`config.mk`:
```
export PLATFORM = sky130hd
export DESIGN_NAME = ry420_csc
export DESIGN_NICKNAME = d
export VERILOG_FILES = /design/src/sv/ry420_pkg.sv /design/src/sv/ry420_csc.sv
export SDC_FILE = /design/constraint.sdc
export NUM_CORES = 1
export LEC_CHECK = 0
export ABC_AREA = 1
export BUFFER_PORTS_ARGS = -buffer_cell sky130_fd_sc_hd__buf_4
export CAP_MARGIN = 20
export CORE_MARGIN = 1.5
export CORE_UTILIZATION = 50
export DETAILED_ROUTE_END_ITERATION = 10
export PLACE_DENSITY = 0.66
export SETUP_SLACK_MARGIN = 0.15
export SYNTH_ARGS = -nofsm -noshare
export SYNTH_HDL_FRONTEND = slang
export SYNTH_SLANG_ARGS = --single-unit
```
`constraint.sdc`:
```
create_clock -name i_clk -period 5.1 [get_ports i_clk]
set_input_delay 0.255 -clock i_clk [delete_from_list [all_inputs] [get_ports i_clk]]
set_output_delay 0.255 -clock i_clk [all_outputs]
set_load 0.01 [all_outputs]
```
`src/sv/ry420_pkg.sv`:
```
// Shared types, constants and helper functions for the RGB to YCbCr 4:2:0 block tiler.
// No dependencies; imported by every module of the block.
`timescale 1ns / 1ps

package ry420_pkg;

    // Q16 coefficient magnitudes; signs are applied in the summing stage
    localparam int unsigned K_Y_R  = 19595;
    localparam int unsigned K_Y_G  = 38470;
    localparam int unsigned K_Y_B  = 7471;
    localparam int unsigned K_CB_R = 11076;
    localparam int unsigned K_CB_G = 21692;
    localparam int unsigned K_CB_B = 32702;
    localparam int unsigned K_CR_R = 32702;
    localparam int unsigned K_CR_G = 27394;
    localparam int unsigned K_CR_B = 5328;
    localparam int unsigned CHROMA_OFFSET = 128 << 16;

    localparam int PROD_W = 24;
    localparam int SUM_W  = 26;

    // configuration register indexes
    localparam int CFG_IDX_W = 1;
    localparam int CFG_DATA_W = 13;
    localparam logic [CFG_IDX_W-1:0] REG_IMAGE_WIDTH  = 1'b0;
    localparam logic [CFG_IDX_W-1:0] REG_IMAGE_HEIGHT = 1'b1;
    localparam int unsigned WIDTH_RESET  = 640;
    localparam int unsigned HEIGHT_RESET = 480;

    typedef logic [PROD_W-1:0]       t_prod;
    typedef logic signed [SUM_W-1:0] t_sum;

    // pipeline load enables, one per stage boundary
    typedef struct packed {
        logic ld_b;
        logic ld_c;
        logic ld_d;
    } t_pipe_en;

    typedef struct packed {
        logic col_odd;
        logic row_odd;
    } t_pix_ctl;

    typedef struct packed {
        logic       valid;
        logic [7:0] cb_avg;
        logic [7:0] cr_avg;
    } t_chroma_res;

    function automatic logic [7:0] clamp_q16(input t_sum acc);
        logic signed [SUM_W-1:0] v;
        v = acc >>> 16;
        if (acc < 0) begin
            return 8'd0;
        end else if (v > 255) begin
            return 8'd255;
        end
        return v[7:0];
    endfunction

    // clear low three bits, then hold within 8..mx
    function automatic logic [31:0] eff_size(input logic [31:0] v, input logic [31:0] mx);
        logic [31:0] s;
        s = v & ~32'd7;
        if (s < 32'd8) begin
            s = 32'd8;
        end
        if (s > mx) begin
            s = mx;
        end
        return s;
    endfunction

endpackage

```
`src/sv/ry420_csc.sv`:
```
// Color space converter: RGB to Y, Cb, Cr with Q16 coefficients, floored and clamped.
// Two register stages (products, sums); depends on ry420_pkg.
`timescale 1ns / 1ps

module ry420_csc import ry420_pkg::*; (
    input  logic       i_clk,
    input  t_pipe_en   i_en,
    input  logic [7:0] i_red,
    input  logic [7:0] i_green,
    input  logic [7:0] i_blue,
    output logic [7:0] o_luma,
    output logic [7:0] o_cb,
    output logic [7:0] o_cr
);

    t_prod r_y_r, r_y_g, r_y_b;
    t_prod r_cb_r, r_cb_g, r_cb_b;
    t_prod r_cr_r, r_cr_g, r_cr_b;
    t_sum  r_y_sum, r_cb_sum, r_cr_sum;
    t_sum  n_y_sum, n_cb_sum, n_cr_sum;

    always_ff @(posedge i_clk) begin
        if (i_en.ld_b) begin
            r_y_r  <= PROD_W'(K_Y_R  * 32'(i_red));
            r_y_g  <= PROD_W'(K_Y_G  * 32'(i_green));
            r_y_b  <= PROD_W'(K_Y_B  * 32'(i_blue));
            r_cb_r <= PROD_W'(K_CB_R * 32'(i_red));
            r_cb_g <= PROD_W'(K_CB_G * 32'(i_green));
            r_cb_b <= PROD_W'(K_CB_B * 32'(i_blue));
            r_cr_r <= PROD_W'(K_CR_R * 32'(i_red));
            r_cr_g <= PROD_W'(K_CR_G * 32'(i_green));
            r_cr_b <= PROD_W'(K_CR_B * 32'(i_blue));
        end
    end

    always_comb begin
        n_y_sum  = t_sum'({2'b00, r_y_r}) + t_sum'({2'b00, r_y_g}) + t_sum'({2'b00, r_y_b});
        n_cb_sum = t_sum'(CHROMA_OFFSET) - t_sum'({2'b00, r_cb_r})
                 - t_sum'({2'b00, r_cb_g}) + t_sum'({2'b00, r_cb_b});
        n_cr_sum = t_sum'(CHROMA_OFFSET) + t_sum'({2'b00, r_cr_r})
                 - t_sum'({2'b00, r_cr_g}) - t_sum'({2'b00, r_cr_b});
    end

    always_ff @(posedge i_clk) begin
        if (i_en.ld_c) begin
            r_y_sum  <= n_y_sum;
            r_cb_sum <= n_cb_sum;
            r_cr_sum <= n_cr_sum;
        end
    end

    assign o_luma = clamp_q16(r_y_sum);
    assign o_cb   = clamp_q16(r_cb_sum);
    assign o_cr   = clamp_q16(r_cr_sum);

endmodule

```
# Word-level counts from Yosys, hierarchy flattened
# Index checks and enable logic that the tools add are counted.
dict set report totals {
  inputBits 28
  mem_count 0
  latch_bits 0
  romBits 0
  ram_bits 0
  output_inout_bits 24
  regBits 269
  elab_cells 50
}
dict set report op_classes {
  n_reduce_logical 0
  multipliers 9
  magnitude_cmp 6
  n_div 0
  bitwise 0
  mux 15
  n_eq_ne 0
  addsub 8
  shifts 0
}
# op count
set op_table {}
lappend op_table {{$lt A26 B1 Y1 const B} 3}
lappend op_table {{$mux W8} 9}
lappend op_table {{$mul A14 B8 Y22 const A} 3}
lappend op_table {{$mul A15 B8 Y23 const A} 2}
lappend op_table {{$mul A13 B8 Y21 const A} 2}
lappend op_table {{$gt A10 B9 Y1 const B} 3}
lappend op_table {{$add A25 B21 Y26} 1}
lappend op_table {{$add A26 B24 Y26} 1}
lappend op_table {{$sub A25 B23 Y26} 1}
lappend op_table {{$sub A25 B24 Y26} 1}
lappend op_table {{$sub A26 B22 Y26} 1}
lappend op_table {{$add A23 B24 Y25} 1}
lappend op_table {{$add A24 B23 Y25 const A} 1}
lappend op_table {{$sub A24 B22 Y25 const A} 1}
lappend op_table {{$mul A12 B8 Y20 const A} 1}
lappend op_table {{$mul A9 B8 Y17 const A} 1}
lappend op_table {{$mux W1} 6}

# Depth between registers and ports, before layout
# Gate-level depths: netlist (run 1).
dict set report depth {
  word_depth 4
  mapped_depth 21
  depth_no_buf 21
}

# Least setup slack after synthesis (run 1)
# No wires, ideal clock.
dict set report synth_timing {
  path_kind {input-to-reg}
  startpoint {input port i_blue[5]}
  endpoint {register r_cb_b[22] (data pin)}
  path_stages 17
  t_arrival_ns 3.948
  path_buffers 0
  setup_time_ns 0.252
  path_slack_ns 0.900
  required_ns 4.848
  path_cell_list {fa_1 inv_1 fa_1 inv_1 fa_1 inv_1 fa_1 inv_1 ha_1 inv_1 o21ai_0 a21oi_1 nor2_1 nor2_1 nand2_1 nand2_1 nand2_1}
}
dict set report synth_between {
  elab_chain_cells 1
}
# element line
set synth_lines {}
lappend synth_lines {{start: declaration} ry420_csc.sv:10} ;# input logic [7:0] i_blue,
lappend synth_lines {{$mul A14 B8 Y22} ry420_csc.sv:29} ;# r_cb_b <= PROD_W'(K_CB_B * 32'(i_blue));
lappend synth_lines {{end signal: assignment} ry420_csc.sv:29}
lappend synth_lines {{end: declaration} ry420_csc.sv:17} ;# t_prod r_cb_r, r_cb_g, r_cb_b;
# Every way passes these cells.
# A chain may end at the register's enable or synchronous reset.

# Final worst setup path (run 1)
dict set report layout_timing {
  startpoint {input port i_red[3]}
  endpoint {register r_cr_r[22] (data pin)}
}
dict set report layout_between {
  elab_chain_cells 1
}
# element line
set layout_lines {}
lappend layout_lines {{start: declaration} ry420_csc.sv:8} ;# input logic [7:0] i_red,
lappend layout_lines {{$mul A14 B8 Y22} ry420_csc.sv:30} ;# r_cr_r <= PROD_W'(K_CR_R * 32'(i_red));
lappend layout_lines {{end signal: assignment} ry420_csc.sv:30}
lappend layout_lines {{end: declaration} ry420_csc.sv:18} ;# t_prod r_cr_r, r_cr_g, r_cr_b;
# Every way passes these cells.

==> key figures, run 1 <==
Run status
  • Run status: completed

Worst setup path
  • Critical path's slowest cell: sky130_fd_sc_hd__fa_1
  • Type of the worst setup path: primary input to flip-flop
  • Critical path endpoint category: flip-flop
  • Required @ worst endpoint: between 5 and 6 ns
  • Ordered cell list for the critical path: dlygate4sd3_1 > buf_4 > fa_1 > inv_1 > fa_1 > inv_1 > fa_1 > inv_1 > fa_1 > inv_1 > ha_1 > a21oi_1 > o21ai_0 > a21oi_1 > nand3_1 > nand2_1 > nand2_1
  • Kind of start point of the critical path: primary input
  • Delay of the slowest cell on the worst path: ~0.70 ns
  • Crit path DAT: about 4.7 ns
  • Crit path max fanout: 8
  • Register-to-register setup slack: 1.21 ns

Layout
  • Fin util: a little under three fifths
  • Storage cell area: ~6300 um^2
  • Non-filler cells, final: between 4k and 5k
  • Final design instance area without fill: 30550 um^2
  • Count of nets after finishing: between 4k and 5k
  • Multi-input combinational cell area: ~19000 um^2
  • Synthesis-to-layout area growth: 8.324%
  • Number of antenna repair diodes: 0
  • Share of final-layout standard cells stronger than drive strength 1: under 10%
  • Filler cell count: ~5.2k

Drt
  • Via total after detailed routing: ~22k
  • Aggregate routed wire length: around 70000 um
  • Detailed router's first-iteration violation count: around 1.5k
  • Drt wl/cell: 16.76 um
  • Drc violations: 0
  • Via-per-instance ratio: ~5.2
  • Antenna Nets Post-Route: 0
  • Iteration count of the initial detailed-routing pass: 6

Placement
  • Worst Setup Slack post-DPL: ~0.56 ns
  • Half-perimeter wire length after detailed placement: 60180 um
  • Cell area after placement: about 30000 um^2
  • RD Place Congestion: ~0.99
  • I/O Buffers: 50
  • Placed insts: just over 4k

Power
  • Highest ir drop seen on vdd: ~0.46 mV
  • Power density over cell area: about 700 nW/um^2
  • Leakage: 15.85 nW
  • Design Power: between 20 and 25 mW

STA
  • Total count of max-transition violations in the final report: 0
  • Setup_tns: 0 ns
  • RSZ-0062 raised after global routing: no
  • Final Cycle Share: 86.92%
  • Setup violators final: 0
  • Minimum period implied by the final worst setup slack: 4.433 ns
  • Minimum hold slack: between 0.03 and 0.04 ns
  • Smallest setup slack after layout: between 0.6 and 0.7 ns
  • Fmax: about 230 MHz
  • Headroom to the max-slew limit: 46.28%
  • Endpoints failing hold: 0
  • Actual transition at the worst max-transition pin: between 0.8 and 0.9 ns
  • Setup Skew: 0.01973 ns

Die
  • Die outline area: 57830 um^2
  • Initial Util: about half
  • Cell row count: 86
  • Top Ports: 52
  • Height of the chip: between 200 and 250 um
  • Die outline width: approximately 240 um
  • Core region area: between 50000 and 60000 um^2

CTS
  • Setup bufs post-CTS: 0
  • Clock latency on the worst-skew pair: approximately 0.56 ns
  • Level count of the clock H-tree: 1
  • Bufs on Longest Clock Path: 3
  • Clock sink total: between 200 and 250
  • Clock-pin transition on the worst setup and hold timing paths: approximately 0.06 ns
  • Cell at the root of the clock tree: sky130_fd_sc_hd__clkbuf_16
  • Clock tree from TritonCTS: yes
  • TritonCTS buffer count: 28

Logic synthesis
  • Yosys reg bits: approximately 210
  • Mean area per synthesized cell: between 8 and 9 um^2
  • Leading area contributor after synthesis: sky130_fd_sc_hd__edfxtp_1
  • Area contributors post-synth: sky130_fd_sc_hd__edfxtp_1, sky130_fd_sc_hd__ha_1, sky130_fd_sc_hd__fa_1
  • Top_reg_cell synth: sky130_fd_sc_hd__edfxtp_1
  • Mapped Nets: 4103
  • EDFF count, synth: 209
  • List of most frequent post-synthesis cells: sky130_fd_sc_hd__inv_1, sky130_fd_sc_hd__nand2_1, sky130_fd_sc_hd__ha_1
  • Yosys synthesis warning count: 0
  • Synth Instances: between 3k and 4k
  • Fraction of registers with async set/reset: 0%
  • Number of unique standard cell types used by synthesis: 43
  • Share of the yosys chip area belonging to registers: around 22%
  • Portion of synthesized cell area occupied by the leading cell type: about 22%
  • Cell area after synthesis: 28200 um^2
  • Most common cell in the synthesized netlist: sky130_fd_sc_hd__inv_1

Min path
  • Hold crit path type: primary input to flip-flop

GRT
  • Number of global-route vias before repair: about 21k
  • Antenna violations before repair: 1
  • Pin count of the biggest net entering global routing: ~150
  • Total global-route track usage: about a quarter
  • Grt total ovfl: 0
  • First-pass GRT wire length: approximately 110000 um

Flow run
  • Maximum capacitance violations: 0
-- repair_timing --
item,CTS,global route
setup endpoints to repair,0,0
resized for setup,0,0
endpoints found under the hold margin,3,0
hold buffers,3,0
-- logic make-up (layout without fill, tap and decap cells) --
family                   Yosys count  count (layout)  share of synthesized area [%]
flip-flops                       209             209                          22.26
XOR/XNOR                         115             115                          3.572
adder cells (fa/ha/maj)          733             733                          39.63
buffers and inverters            716             820                          9.531
AND/OR/NAND/NOR                 1189            1189                          17.71
AO/OA/AOI/OAI                    380             380                          7.299
-- flip-flops by register name (all words and copies together) (netlist names), 10 cells and up --
register and count:
r_cb_b 21, r_cb_g 20, r_cb_r 19, r_cb_sum 10, r_cr_b 17, r_cr_g 22, r_cr_r 22, r_cr_sum 10
r_y_b 17, r_y_g 21, r_y_r 21
-- where the power goes --
part	switching (mW)	leakage [nW]	internal, mW
registers	0.589	2.05	3.25
clock network	0.813	0.469	1.25
logic	9.80	13.3	5.55
-- worst max-delay path: cells and delay by family --
| family | cells | cell delay [ns] |
|---|---|---|
| adder cells (fa/ha/maj) | 5 | 2.66 |
| buffers and inverters | 6 | 1.07 |
| AO/OA/AOI/OAI | 3 | 0.53 |
| AND/OR/NAND/NOR | 3 | 0.21 |
-- cell type report --
cell class / instances / area share [%]
Clock buffer: 30 / 2.388
Clock inverter: 21 / 0.8028
Inverter: 712 / 8.749
Multi-Input combinational cell: 2417 / 62.97
Sequential cell: 209 / 20.55
Tap cell: 748 / 3.064
Timing Repair Buffer: 57 / 1.479
-- final timing paths --
kind	from	to	cells after the start
max	i_red[3]	r_cr_r[22]	17
min reg2reg	r_y_g[23]	r_y_sum[24]	5
max reg2reg	r_cr_r[1]	r_cb_sum[23]	17
min	i_green[3]	r_cr_g[4]	1
-- layout by cell type (no fill, tap or decap), types with 4 or more instances in the layout --
master / instances
sky130_fd_sc_hd__o21ai_0: 101
sky130_fd_sc_hd__o21ai_2: 6
sky130_fd_sc_hd__ha_1: 466
sky130_fd_sc_hd__nand4_1: 51
sky130_fd_sc_hd__clkbuf_16: 29
sky130_fd_sc_hd__inv_6: 4
sky130_fd_sc_hd__nand2_1: 664
sky130_fd_sc_hd__o21a_1: 4
sky130_fd_sc_hd__clkinv_4: 4
sky130_fd_sc_hd__inv_1: 709
sky130_fd_sc_hd__or2_2: 11
sky130_fd_sc_hd__o21bai_1: 21
sky130_fd_sc_hd__xnor2_1: 33
sky130_fd_sc_hd__nand3_1: 154
sky130_fd_sc_hd__edfxtp_1: 209
sky130_fd_sc_hd__bufinv_16: 4
sky130_fd_sc_hd__buf_4: 52
sky130_fd_sc_hd__nor3_1: 26
sky130_fd_sc_hd__a21oi_1: 219
sky130_fd_sc_hd__a21o_1: 9
sky130_fd_sc_hd__nor4_1: 7
sky130_fd_sc_hd__o31ai_1: 4
sky130_fd_sc_hd__nand3b_1: 5
sky130_fd_sc_hd__nor2_2: 6
sky130_fd_sc_hd__xor2_1: 82
sky130_fd_sc_hd__nor2_1: 250
sky130_fd_sc_hd__fa_1: 267
sky130_fd_sc_hd__a21boi_0: 9
-- layer usage --
layer / GRT usage, % / wire [um] / vias to the layer above
li1: - / - / 10963
met1: 35.94 / 33440 / 10186
met2: 41.45 / 32220 / 431
met3: 2.445 / 3039 / 86
met4: 5.165 / 1582 / 2
met5: 0 / 13 / -
Power figures use the tool's default switching activity.
==> run 2: changes to the inputs <==
BUFFER_PORTS_ARGS = not set   (was -buffer_cell sky130_fd_sc_hd__buf_4)
DONT_BUFFER_PORTS = 1   (was not set)
PLACE_DENSITY = not set   (was 0.66)
==> key figures, run 2 (synthesized netlist as in run 1, its figures left out) <==
CTS
  • Clock sink total: 209 (unchanged)
  • Clock latency on the worst-skew pair: 0.56 ns (about the same)
  • Bufs on Longest Clock Path: 3 (unchanged)
  • Setup bufs post-CTS: 0 (unchanged)
  • Clock-pin transition on the worst setup and hold timing paths: 0.06 ns (about the same)
  • Number of gates resized after cts: 0 (unchanged)
  • Cell at the root of the clock tree: sky130_fd_sc_hd__clkbuf_16
  • Level count of the clock H-tree: 1 (unchanged)
  • Clock tree from TritonCTS: yes
  • TritonCTS buffer count: 26 (-7.1%)

Drt
  • Via total after detailed routing: 21.85k (+0.85%)
  • Detailed router's first-iteration violation count: 1252 (-15%)
  • Drt wl/cell: 18.02 um (+7.5%)
  • Aggregate routed wire length: 74880 um (+6.5%)
  • Antenna Nets Post-Route: 0 (unchanged)
  • Via-per-instance ratio: 5.258 (+1.8%)
  • Drc violations: 0 (unchanged)
  • Iteration count of the initial detailed-routing pass: 7 (+1)

Worst setup path
  • Number of cell instances on the worst register-to-register path: 16 (-1)
  • Delay of the slowest cell on the worst path: 0.53 ns (-0.17 ns)
  • Crit path DAT: 4.39 ns (-0.35 ns)
  • Critical path endpoint category: flip-flop
  • Required @ worst endpoint: 5.40 ns (about the same)
  • Crit path from: r_cr_r[1]
  • Register-to-register setup slack: 1.02 ns (-0.19 ns)
  • Cell repeated most along the worst path: sky130_fd_sc_hd__nand2_1
  • Critical path's slowest cell: sky130_fd_sc_hd__edfxtp_1
  • Depth of the critical timing path with buffers and inverters included: 16 (-1)
  • Worst r2r src: r_cr_r[1]
  • Type of the worst setup path: flip-flop to flip-flop
  • Ordered cell list for the critical path: inv_2 > ha_1 > nand3_2 > nor2_2 > nand4_2 > nor2_2 > xor2_1 > fa_1 > ha_1 > nand2_1 > nor2_1 > nand2_1 > nor2_1 > nand2_1 > nand4_1 > nand2_1
  • Kind of start point of the critical path: flip-flop
  • Buffer and inverter count on the worst path: 1 (-5)
  • Family with the most delay on the worst path: simple AND/OR/NAND/NOR gates
  • Crit path max fanout: 5 (-3)
  • Worst reg2reg path endpoint: r_cb_sum[22]
  • Critical path destination: r_cb_sum[22]

Min path
  • Hold crit path type: primary input to flip-flop
  • Number of stages on the worst hold path: 2 (+1)

STA
  • Actual transition at the worst max-transition pin: 1.241 ns (+0.4349 ns)
  • RSZ-0062 raised after global routing: no
  • Fmax: 245.0 MHz (+8.6%)
  • Headroom to the max-slew limit: 17.29% (-29 points)
  • Setup violators final: 0 (unchanged)
  • Setup Skew: 0.01596 ns (-0.003773 ns)
  • Total count of max-transition violations in the final report: 0 (unchanged)
  • Minimum period implied by the final worst setup slack: 4.081 ns (-0.3521 ns)
  • Setup_tns: 0 ns (unchanged)
  • Endpoints failing hold: 0 (unchanged)
  • Final Cycle Share: 80.02% (-6.9 points)

GRT
  • Pin count of the biggest net entering global routing: 181 (+24%)
  • Total global-route track usage: 26.74% (+1.6 points)
  • Number of global-route vias before repair: 22.07k (+4.3%)
  • Grt total ovfl: 0 (unchanged)
  • Antenna violations before repair: 1 (unchanged)
  • First-pass GRT wire length: 118600 um (+5.2%)

Placement
  • RD Place Congestion: 0.9282 (-6.2%)
  • I/O Buffers: 0 (-100%)
  • Half-perimeter wire length after detailed placement: 64070 um (+6.5%)

Die
  • Initial Util: 50.89% (unchanged)
  • Die outline width: 240.5 um (unchanged)
  • Cell row count: 86 (unchanged)
  • Height of the chip: 240.5 um (unchanged)
  • Die outline area: 57830 um^2 (unchanged)
  • Core region area: 55420 um^2 (unchanged)
  • Top Ports: 52 (unchanged)

Layout
  • Count of nets after finishing: 4149 (-0.88%)
  • Synthesis-to-layout area growth: 7.250%
  • Largest registers in the final layout: r_cr_g x22, r_cr_r x22
  • Leading cell type in the layout, fill and taps excluded: sky130_fd_sc_hd__inv_1
  • Share of final-layout standard cells stronger than drive strength 1: 2.407% (-1.6 points)
  • Most frequent cells in the layout: sky130_fd_sc_hd__inv_1, sky130_fd_sc_hd__nand2_1, sky130_fd_sc_hd__ha_1
  • Fin util: 54.58% (-0.55 points)

Power
  • Power density over cell area: 700.1 nW/um^2 (+0.63%)
  • Leakage: 15.64 nW (-1.3%)
  • Highest ir drop seen on vdd: 0.5533 mV (+20%)

Run status
  • Run status: completed

Flow run
  • Maximum capacitance violations: 0 (unchanged)
## run 2: changes by cell type in the layout (fill, tap and decap cells not counted), moves of 2 or more
cell / before / now
sky130_fd_sc_hd__dlygate4sd3_1: 3 / 17
sky130_fd_sc_hd__buf_4: 52 / 3
sky130_fd_sc_hd__clkinv_4: 4 / 2
sky130_fd_sc_hd__clkbuf_16: 29 / 27
sky130_fd_sc_hd__clkinvlp_4: 3 / 1
sky130_fd_sc_hd__inv_6: 4 / 1
sky130_fd_sc_hd__clkinv_2: 2 / 5
sky130_fd_sc_hd__clkinv_1: 3 / 5
## run 2: worst reg2reg max path: stages (launching register included)
cell and delay [ns]:
sky130_fd_sc_hd__edfxtp_1 0.53, sky130_fd_sc_hd__inv_2 0.25, sky130_fd_sc_hd__ha_1 0.35, sky130_fd_sc_hd__nand3_2 0.13, sky130_fd_sc_hd__nor2_2 0.13, sky130_fd_sc_hd__nand4_2 0.14
sky130_fd_sc_hd__nor2_2 0.22, sky130_fd_sc_hd__xor2_1 0.36, sky130_fd_sc_hd__fa_1 0.50, sky130_fd_sc_hd__ha_1 0.33, sky130_fd_sc_hd__nand2_1 0.17, sky130_fd_sc_hd__nor2_1 0.24
sky130_fd_sc_hd__nand2_1 0.13, sky130_fd_sc_hd__nor2_1 0.11, sky130_fd_sc_hd__nand2_1 0.10, sky130_fd_sc_hd__nand4_1 0.10, sky130_fd_sc_hd__nand2_1 0.06
## run 2: power by group
part	internal (mW)	switching [mW]
Sequential	3.25	0.520
Combinational	5.46	10.0
Clock	1.16	0.738
## run 2: through the flow
| step | setup WS, ns | instance area, um^2 | hold WS, ns | total power [mW] | cells |
|---|---|---|---|---|---|
| global placement | 0.7081 | 29140 | 0.3576 | 19.02 | 4089 |
| detailed placement | 0.6920 | 29140 | 0.3575 | 19.16 | 4089 |
| CTS | 0.9404 | 30230 | 0.0008453 | 21.25 | 4154 |
| global route | 0.6707 | 30240 | 0.001837 | 23.64 | 4155 |
| finish | 1.019 | 30240 | 0.02126 | 21.17 | 4156 |
| floorplan | 0.8999 | 28200 | 0.3539 | 14.96 | 3342 |
## run 2: routing by layer
layer | up-vias | part of all wire (%) | GRT usage [%] | routed length (um)
met1 | 10374 | 47 | 36.83 | 34920
met3 | 119 | 5.1 | 4.271 | 3794
met5 | - | 0.013 | 0 | 10
li1 | 10876 | - | - | -
met2 | 481 | 45 | 42.90 | 33510
met4 | 2 | 3.5 | 8.805 | 2653
## run 2: final cells by class
cell class | count | area, um^2
Clock inverter | 18 | 197.7
Fill cell | 5221 | 25170
Sequential cell | 209 | 6276
Antenna cell | 1 | 2.502
Clock buffer | 29 | 683.2
Timing Repair Buffer | 22 | 240.2
Tap cell | 748 | 935.9
Multi-Input combinational cell | 2417 | 19240
Inverter | 712 | 2673
## run 2: worst min path at each step
stage / start / slack [ns] / to
6_report: i_red[2] / 0.02 / r_y_r[2]
5_1_grt: i_red[2] / 0.002 / r_y_r[2]
4_1_cts: i_red[2] / 0.0008 / r_y_r[2]
3_5_place_dp: i_red[3] / 0.36 / r_cb_r[5]
3_3_place_gp: i_blue[0] / 0.36 / r_cr_b[4]
2_1_floorplan: i_red[1] / 0.35 / r_cb_r[3]
## run 2: repair_timing
| action | CTS | global route |
|---|---|---|
| hold buffers | 18 | 1 |
| hold endpoints to repair | 225 | 1 |
| setup endpoints to repair | 0 | 0 |
==> run 3: changes to the inputs <==
clock period = 4.1 ns   (was 5.1 ns; I/O delays follow)
==> key figures, run 3 (synthesized netlist as in run 1, its figures left out) <==
Run status
  • Run status: completed

Worst setup path
  • Crit path max fanout: 7 (+2)
  • Kind of start point of the critical path: flip-flop
  • Ordered cell list for the critical path: inv_2 > nand3_4 > nor3_4 > nand2_2 > nor2_4 > nand2_2 > xor2_1 > fa_1 > ha_1 > nand2_1 > nor2_1 > nand2_1 > nor2_1 > nand2_1 > nand4_1 > nand2_1
  • Worst r2r src: r_cb_r[4]
  • Critical path endpoint category: flip-flop
  • Number of cell instances on the worst register-to-register path: 16 (unchanged)
  • Delay of the slowest cell on the worst path: 0.49 ns (-0.04 ns)
  • Worst reg2reg path endpoint: r_cb_sum[22]
  • Buffer and inverter count on the worst path: 1 (unchanged)
  • Crit path DAT: 3.94 ns (-0.45 ns)
  • Family with the most delay on the worst path: simple AND/OR/NAND/NOR gates
  • Register-to-register setup slack: 0.48 ns (-0.54 ns)
  • Required @ worst endpoint: 4.41 ns (-0.99 ns)
  • Cell repeated most along the worst path: sky130_fd_sc_hd__nand2_1
  • Type of the worst setup path: flip-flop to flip-flop
  • Critical path's slowest cell: sky130_fd_sc_hd__edfxtp_1
  • Depth of the critical timing path with buffers and inverters included: 16 (unchanged)

Min path
  • Number of stages on the worst hold path: 2 (unchanged)
  • Hold worst-path end: r_cb_r[7]
  • Source of the worst hold timing path: i_red[1]
  • Hold crit path type: primary input to flip-flop

GRT
  • First-pass GRT wire length: 120000 um (+1.2%)
  • Number of global-route vias before repair: 21.93k (-0.62%)
  • Total global-route track usage: 27.15% (+0.41 points)
  • Antenna violations before repair: 1 (unchanged)
  • Grt total ovfl: 0 (unchanged)
  • Pin count of the biggest net entering global routing: 181 (unchanged)

Power
  • Power density over cell area: 871.4 nW/um^2 (+24%)
  • Design Power: 26.62 mW (+26%)
  • Leakage: 15.82 nW (+1.2%)
  • Highest ir drop seen on vdd: 0.5088 mV (-8.0%)
  • Switching power as a share of total power: 53.54% (+0.14 points)
  • Psw: 14.25 mW (+26%)
  • Power share of the clock group: 9.0% (about the same)
  • Internal portion of total power: 12.37 mW (+25%)
  • Combinational power share: 73.4% (+0.2 points)
  • Sequential cell fraction of total power: 17.6% (-0.2 points)

STA
  • Setup_tns: 0 ns (unchanged)
  • RSZ-0062 raised after global routing: no
  • Setup violators final: 0 (unchanged)
  • Minimum period implied by the final worst setup slack: 3.624 ns (-0.4565 ns)
  • Actual transition at the worst max-transition pin: 0.5913 ns (-0.6493 ns)
  • Minimum hold slack: 0.03092 ns (+0.009661 ns)
  • Fmax: 275.9 MHz (+13%)
  • Endpoints failing hold: 0 (unchanged)
  • Headroom to the max-slew limit: 60.30% (+43 points)
  • Smallest setup slack after layout: 0.4756 ns (-0.5435 ns)
  • Setup Skew: 0.01285 ns (-0.003113 ns)
  • Total count of max-transition violations in the final report: 0 (unchanged)
  • Final Cycle Share: 88.40% (+8.4 points)

CTS
  • Level count of the clock H-tree: 1 (unchanged)
  • Cell at the root of the clock tree: sky130_fd_sc_hd__clkbuf_16
  • Clock latency on the worst-skew pair: 0.56 ns (about the same)
  • Clock-pin transition on the worst setup and hold timing paths: 0.06 ns (about the same)
  • Setup bufs post-CTS: 0 (unchanged)
  • Clock tree from TritonCTS: yes
  • TritonCTS buffer count: 28 (+7.7%)
  • Clock sink total: 209 (unchanged)
  • Bufs on Longest Clock Path: 3 (unchanged)
  • CTS hold repair buffers: 19 (+1)
  • Number of gates resized after cts: 0 (unchanged)

Placement
  • I/O Buffers: 0 (unchanged)
  • RD Place Congestion: 0.9384 (+1.1%)
  • Cell area after placement: 29400 um^2 (+0.87%)
  • Worst Setup Slack post-DPL: 0.02233 ns (-0.6697 ns)
  • Half-perimeter wire length after detailed placement: 65520 um (+2.3%)

Layout
  • Share of final-layout standard cells stronger than drive strength 1: 3.512% (+1.1 points)
  • Final design instance area without fill: 30550 um^2 (+1.0%)
  • Largest registers in the final layout: r_cr_g x22, r_cr_r x22
  • Number of antenna repair diodes: 0 (-1)
  • Filler cell count: 5249 (+0.54%)
  • Synthesis-to-layout area growth: 8.333%
  • Leading cell type in the layout, fill and taps excluded: sky130_fd_sc_hd__inv_1
  • Count of nets after finishing: 4186 (+0.89%)
  • Most frequent cells in the layout: sky130_fd_sc_hd__inv_1, sky130_fd_sc_hd__nand2_1, sky130_fd_sc_hd__ha_1

Drt
  • Detailed router's first-iteration violation count: 1239 (-1.0%)
  • Aggregate routed wire length: 76980 um (+2.8%)
  • Drt wl/cell: 18.36 um (+1.9%)
  • Drc violations: 0 (unchanged)
  • Via total after detailed routing: 22.05k (+0.89%)
  • Via-per-instance ratio: 5.258 (about the same)
  • Antenna Nets Post-Route: 0 (unchanged)
  • Iteration count of the initial detailed-routing pass: 8 (+1)

Die
  • Die outline area: 57830 um^2 (unchanged)
  • Top Ports: 52 (unchanged)
  • Die outline width: 240.5 um (unchanged)
  • Height of the chip: 240.5 um (unchanged)
  • Core region area: 55420 um^2 (unchanged)
  • Cell row count: 86 (unchanged)
  • Initial Util: 50.89% (unchanged)

Flow run
  • Maximum capacitance violations: 0 (unchanged)
-- run 3: worst max-delay path by stage --
stage	start	to	slack [ns]
floorplan	i_blue[7]	r_cb_b[22]	0.16
global placement	i_red[5]	r_cr_r[22]	0.09
finish	r_cb_r[4]	r_cb_sum[22]	0.48
CTS	r_cb_r[4]	r_cb_sum[22]	0.44
global route	r_cb_r[4]	r_cb_sum[18]	0.20
detailed placement	i_blue[7]	r_cb_b[17]	0.02
-- run 3: power groups by stage --
stage	Clock, mW	Combinational [mW]	Sequential (mW)
2_1_floorplan	0	14.2	4.37
3_3_place_gp	0	19.2	4.75
3_5_place_dp	0	19.3	4.75
4_1_cts	2.45	19.4	4.71
5_1_grt	2.52	22.3	4.78
6_report	2.38	19.5	4.69
-- run 3: per-stage QoR --
stage               utilization, %  instances
floorplan                        -       3342
global placement             53.05       4122
detailed placement           53.05       4122
CTS                          55.03       4191
global route                 55.13       4193
finish                       55.13       4193
-- run 3: layer usage --
layer  track usage [%]  up-vias  part of all wire (%)
li1                  -    10973                     -
met1             38.70    10500                    48
met2             44.32      482                    45
met3             2.997       90                   4.3
met4             6.099        2                   2.3
met5                 0        -                 0.013
-- run 3: cell type report --
cell class | instances | area (um^2) | share of cell area (%)
timing repair buffer | 57 | 525.5 | 1.720
multi-input combinational | 2417 | 19240 | 62.98
clock inverter | 18 | 161.4 | 0.5283
inverter | 712 | 2673 | 8.748
tap | 748 | 935.9 | 3.064
clock buffer | 32 | 737.0 | 2.412
sequential | 209 | 6276 | 20.54
